### src/rtl/ldt_ram.sv
// Generic single-write, single-read RAM with registered read data.
// No dependencies.
module ldt_ram #(
  parameter int unsigned WIDTH = 16,
  parameter int unsigned DEPTH = 64
) (
  input  logic                             clk_i,
  input  logic                             we_i,
  input  logic [$clog2(DEPTH)-1:0]         waddr_i,
  input  logic [WIDTH-1:0]                 wdata_i,
  input  logic                             re_i,
  input  logic [$clog2(DEPTH)-1:0]         raddr_i,
  output logic [WIDTH-1:0]                 rdata_o
);

  logic [WIDTH-1:0] mem_q [DEPTH];
  logic [WIDTH-1:0] rdata_q;

  // Write port
  always_ff @(posedge clk_i) begin
    if (we_i) begin
      mem_q[waddr_i] <= wdata_i;
    end
  end

  // Registered read, held while no read is issued
  always_ff @(posedge clk_i) begin
    if (re_i) begin
      rdata_q <= mem_q[raddr_i];
    end
  end

  assign rdata_o = rdata_q;

endmodule

### config.mk
export PLATFORM = sky130hd
export DESIGN_NAME = ldt_ram
export DESIGN_NICKNAME = d
export VERILOG_FILES = /design/src/rtl/ldt_ram.sv
export SDC_FILE = /design/constraint.sdc
export NUM_CORES = 1
export LEC_CHECK = 0
export BUFFER_PORTS_ARGS = -buffer_cell sky130_fd_sc_hd__buf_2
export CAP_MARGIN = 15
export CORE_MARGIN = 1.5
export CORE_UTILIZATION = 50
export DETAILED_ROUTE_END_ITERATION = 10
export MAX_ROUTING_LAYER = met4
export PLACE_DENSITY = 0.77
export SLEW_MARGIN = 20
export SYNTH_ARGS = -nofsm -noshare
export SYNTH_HDL_FRONTEND = slang
export SYNTH_SLANG_ARGS = --single-unit
### constraint.sdc
create_clock -name clk_i -period 2.79 [get_ports clk_i]
set_clock_uncertainty 0.15 [all_clocks]
set_input_delay 0.1395 -clock clk_i [delete_from_list [all_inputs] [get_ports clk_i]]
set_output_delay 0.1395 -clock clk_i [all_outputs]
set_load 0.01 [all_outputs]
==> reports/results.tsv <==
metric	value	unit
status	finished, final reports clean	
post-synthesis area per instance	21.98	um2
Synth Flop Type	edfxtp_1	
Finish-stage setup viols	0	
most common cell in the netlist	edfxtp_1	
post-synthesis sequential area ratio	0.7768	
Post-DP HPWL	57400	um
r2r setup slk	0.38	ns
total CTS buffers	97	
vias per inst	6.257	
Yosys warnings	0	
combinational power share	0.053	
Worst setup startpoint	mem_q[23][3]	
CP endpoint kind	flop	
share of cells above drive strength 1	0.2836	
Post-synth EDFFs	1040	
core footprint	0.07926	mm2
hold path cells	1	
Hold Startpoint	wdata_i[15]	
RSZ-0062 raised after global routing	false	
crit path kind	reg -> reg	
Power Density	699.7	mW/mm2
Layout area overhead	13.89	%
nets	2078	
final wirelength	94160	um
gpl congestion	0.9313	
Max-Cap Viols	0	
Clk pwr share	0.405	
global route total overflow	0	
Post-synth ARST share	0	
final std cells w/o fill	3183	
setup total negative slack	0	ns
clk sinks	1040	
largest net degree at the start of global routing	65	
Slew Viols, Final	0	
global-route usage over all layers	0.2400	
Die Wd	286.6	um
Clock transition at path regs	0.06	ns
Cell Rows	103	
fmax	414.8	MHz
cell count after placement	2986	
Peak supply drop	491.2	uV
DRT Pass-1 Iters	5	
CTS tree	yes	
postcts setup bufs	0	
slowest CP cell	mux4_2	
# DRC	0	
WP data arrival	2.65	ns
Skew-Pair Late Insertion Delay	0.66	ns
final hold vios	0	
Yosys reg bits	1040	
leading area contributor after synthesis	edfxtp_1	
library cells used by synthesis	42	
Wirelength per Cell	29.58	um
Iteration-0 DRC Markers	2515	
Leakage	14.66	nW
Hold Path End	mem_q[43][15]	
minimum clock period after layout	2.411	ns
Post-DRT Antenna Nets	0	
vias in the first global route	20260	
Post-Syn Nets	1860	
sw frac	0.2071	
via count	19920	
list of most frequent post-synthesis cells	edfxtp_1, mux4_2, mux2i_1	
IO Count	47	
synth top area cells	edfxtp_1, mux4_2, mux2i_1	
crit-path max cell delay	0.47	ns
required time of the critical path	3.03	ns
hold_ws	0.01356	ns
Max transition margin	0.3657	
Max Root-Sink Buffers	3	
post-synth top area share	0.7768	
antenna violations before repair	5	
RR Startpoint	mem_q[23][3]	
worst path cell trace	mux4_2 -> mux2i_1 -> a22oi_1 -> a31oi_1 -> buf_4 -> a311oi_1	
placed instance area	0.04252	mm2
Mapped Area	0.04020	mm2
Reg2Reg Depth	6	
Hold Crit Class	in -> reg	
Final Cycle Share	0.8640	
Crit Reg-Reg Endpoint	rdata_o[3]	
Crit Path Max Fanout	1	
Psw	0.006635	W
Mapped Cells	1829	
crit start category	flop	
port bufs	46	
sequential power share	0.543	
die area	0.08211	mm2
H-tree Lvls	3	
Power Internal	0.02540	W
clock root cell	clkbuf_16	
Least-Margin Pin Slew	0.9515	ns
Power Total	0.03204	W
Initial Utilization	0.5072	
global-route wire length before repair	137100	um
Die Y	286.6	um
cell area after layout	0.04579	mm2
==> placed cells by master (no fill, tap or decap), types with 24 or more instances in the layout <==
cell type,n
mux2_2,27
nand2_1,59
mux2i_1,85
mux4_2,220
buf_2,42
a22oi_1,39
clkinv_1,24
clkbuf_16,102
nor2b_1,30
nand3_1,24
edfxtp_1,1040
nor2_1,72
buf_4,147
==> how the worst max path moves through the flow <==
stage                         endpoint  slack [ns]  cells after the start
after global routing        rdata_o[3]        0.36                      6
after detailed placement    rdata_o[2]        0.05                      7
after floorplan           mem_q[48][0]        0.47                      4
after CTS                   rdata_o[3]        0.39                      6
final                       rdata_o[3]        0.38                      6
after global placement      rdata_o[5]        0.08                      8
==> timing repair <==
action,4_1_cts,5_1_grt
hold endpoints to repair,306,64
gates resized for setup,0,0
hold buffers,11,1
==> registers in the layout (all words and copies together) (netlist names) <==
register  count
rdata_o      16
mem_q      1024
==> logic make-up (layout without fill, tap and decap cells) <==
logic type / after synthesis / in the layout / synth area share
multiplexers: 336 / 336 / 0.1546
other: 0 / 3 / 0
flip-flops: 1040 / 1040 / 0.7768
AO/OA/AOI/OAI: 129 / 129 / 0.02400
buffers and inverters: 104 / 405 / 0.01824
AND/OR/NAND/NOR: 220 / 220 / 0.02636
==> per-layer routing <==
metal,track usage,share of wire
met3,0.04491,0.11
met5,-,0
met1,0.3178,0.37
met2,0.3707,0.48
met4,0.09669,0.041
==> metrics by stage <==
stage	worst slack, ns	util
floorplan	0.4657	-
finish	0.3794	0.5777
detailed placement	0.04709	0.5365
CTS	0.3907	0.5775
global placement	0.08175	0.5365
global route	0.3647	0.5777
==> critical path, delay by kind of cell (launching register included) <==
family | cells | cell delay (ns)
multiplexers | 2 | 0.73
AO/OA/AOI/OAI | 3 | 0.70
flip-flops | 1 | 0.36
buffers and inverters | 1 | 0.21
==> final cells by class <==
class | instances | area, um2
antenna | 3 | 7.507
clock buffer | 123 | 2631
clock inverter | 59 | 501.7
fill | 5485 | 33470
multi-input combinational | 685 | 8249
sequential | 1040 | 31230
tap | 1050 | 1314
timing repair buffer | 223 | 1854
==> power groups by stage <==
stage / Clock (W) / Sequential (W) / Combinational, W
after floorplan: 0 / 0.0177 / 0.000896
after global placement: 0 / 0.0177 / 0.00161
after detailed placement: 0 / 0.0177 / 0.00165
after CTS: 0.0131 / 0.0174 / 0.00168
after global routing: 0.0137 / 0.0174 / 0.00177
final: 0.0130 / 0.0174 / 0.00169
Power figures use the tool's default switching activity.
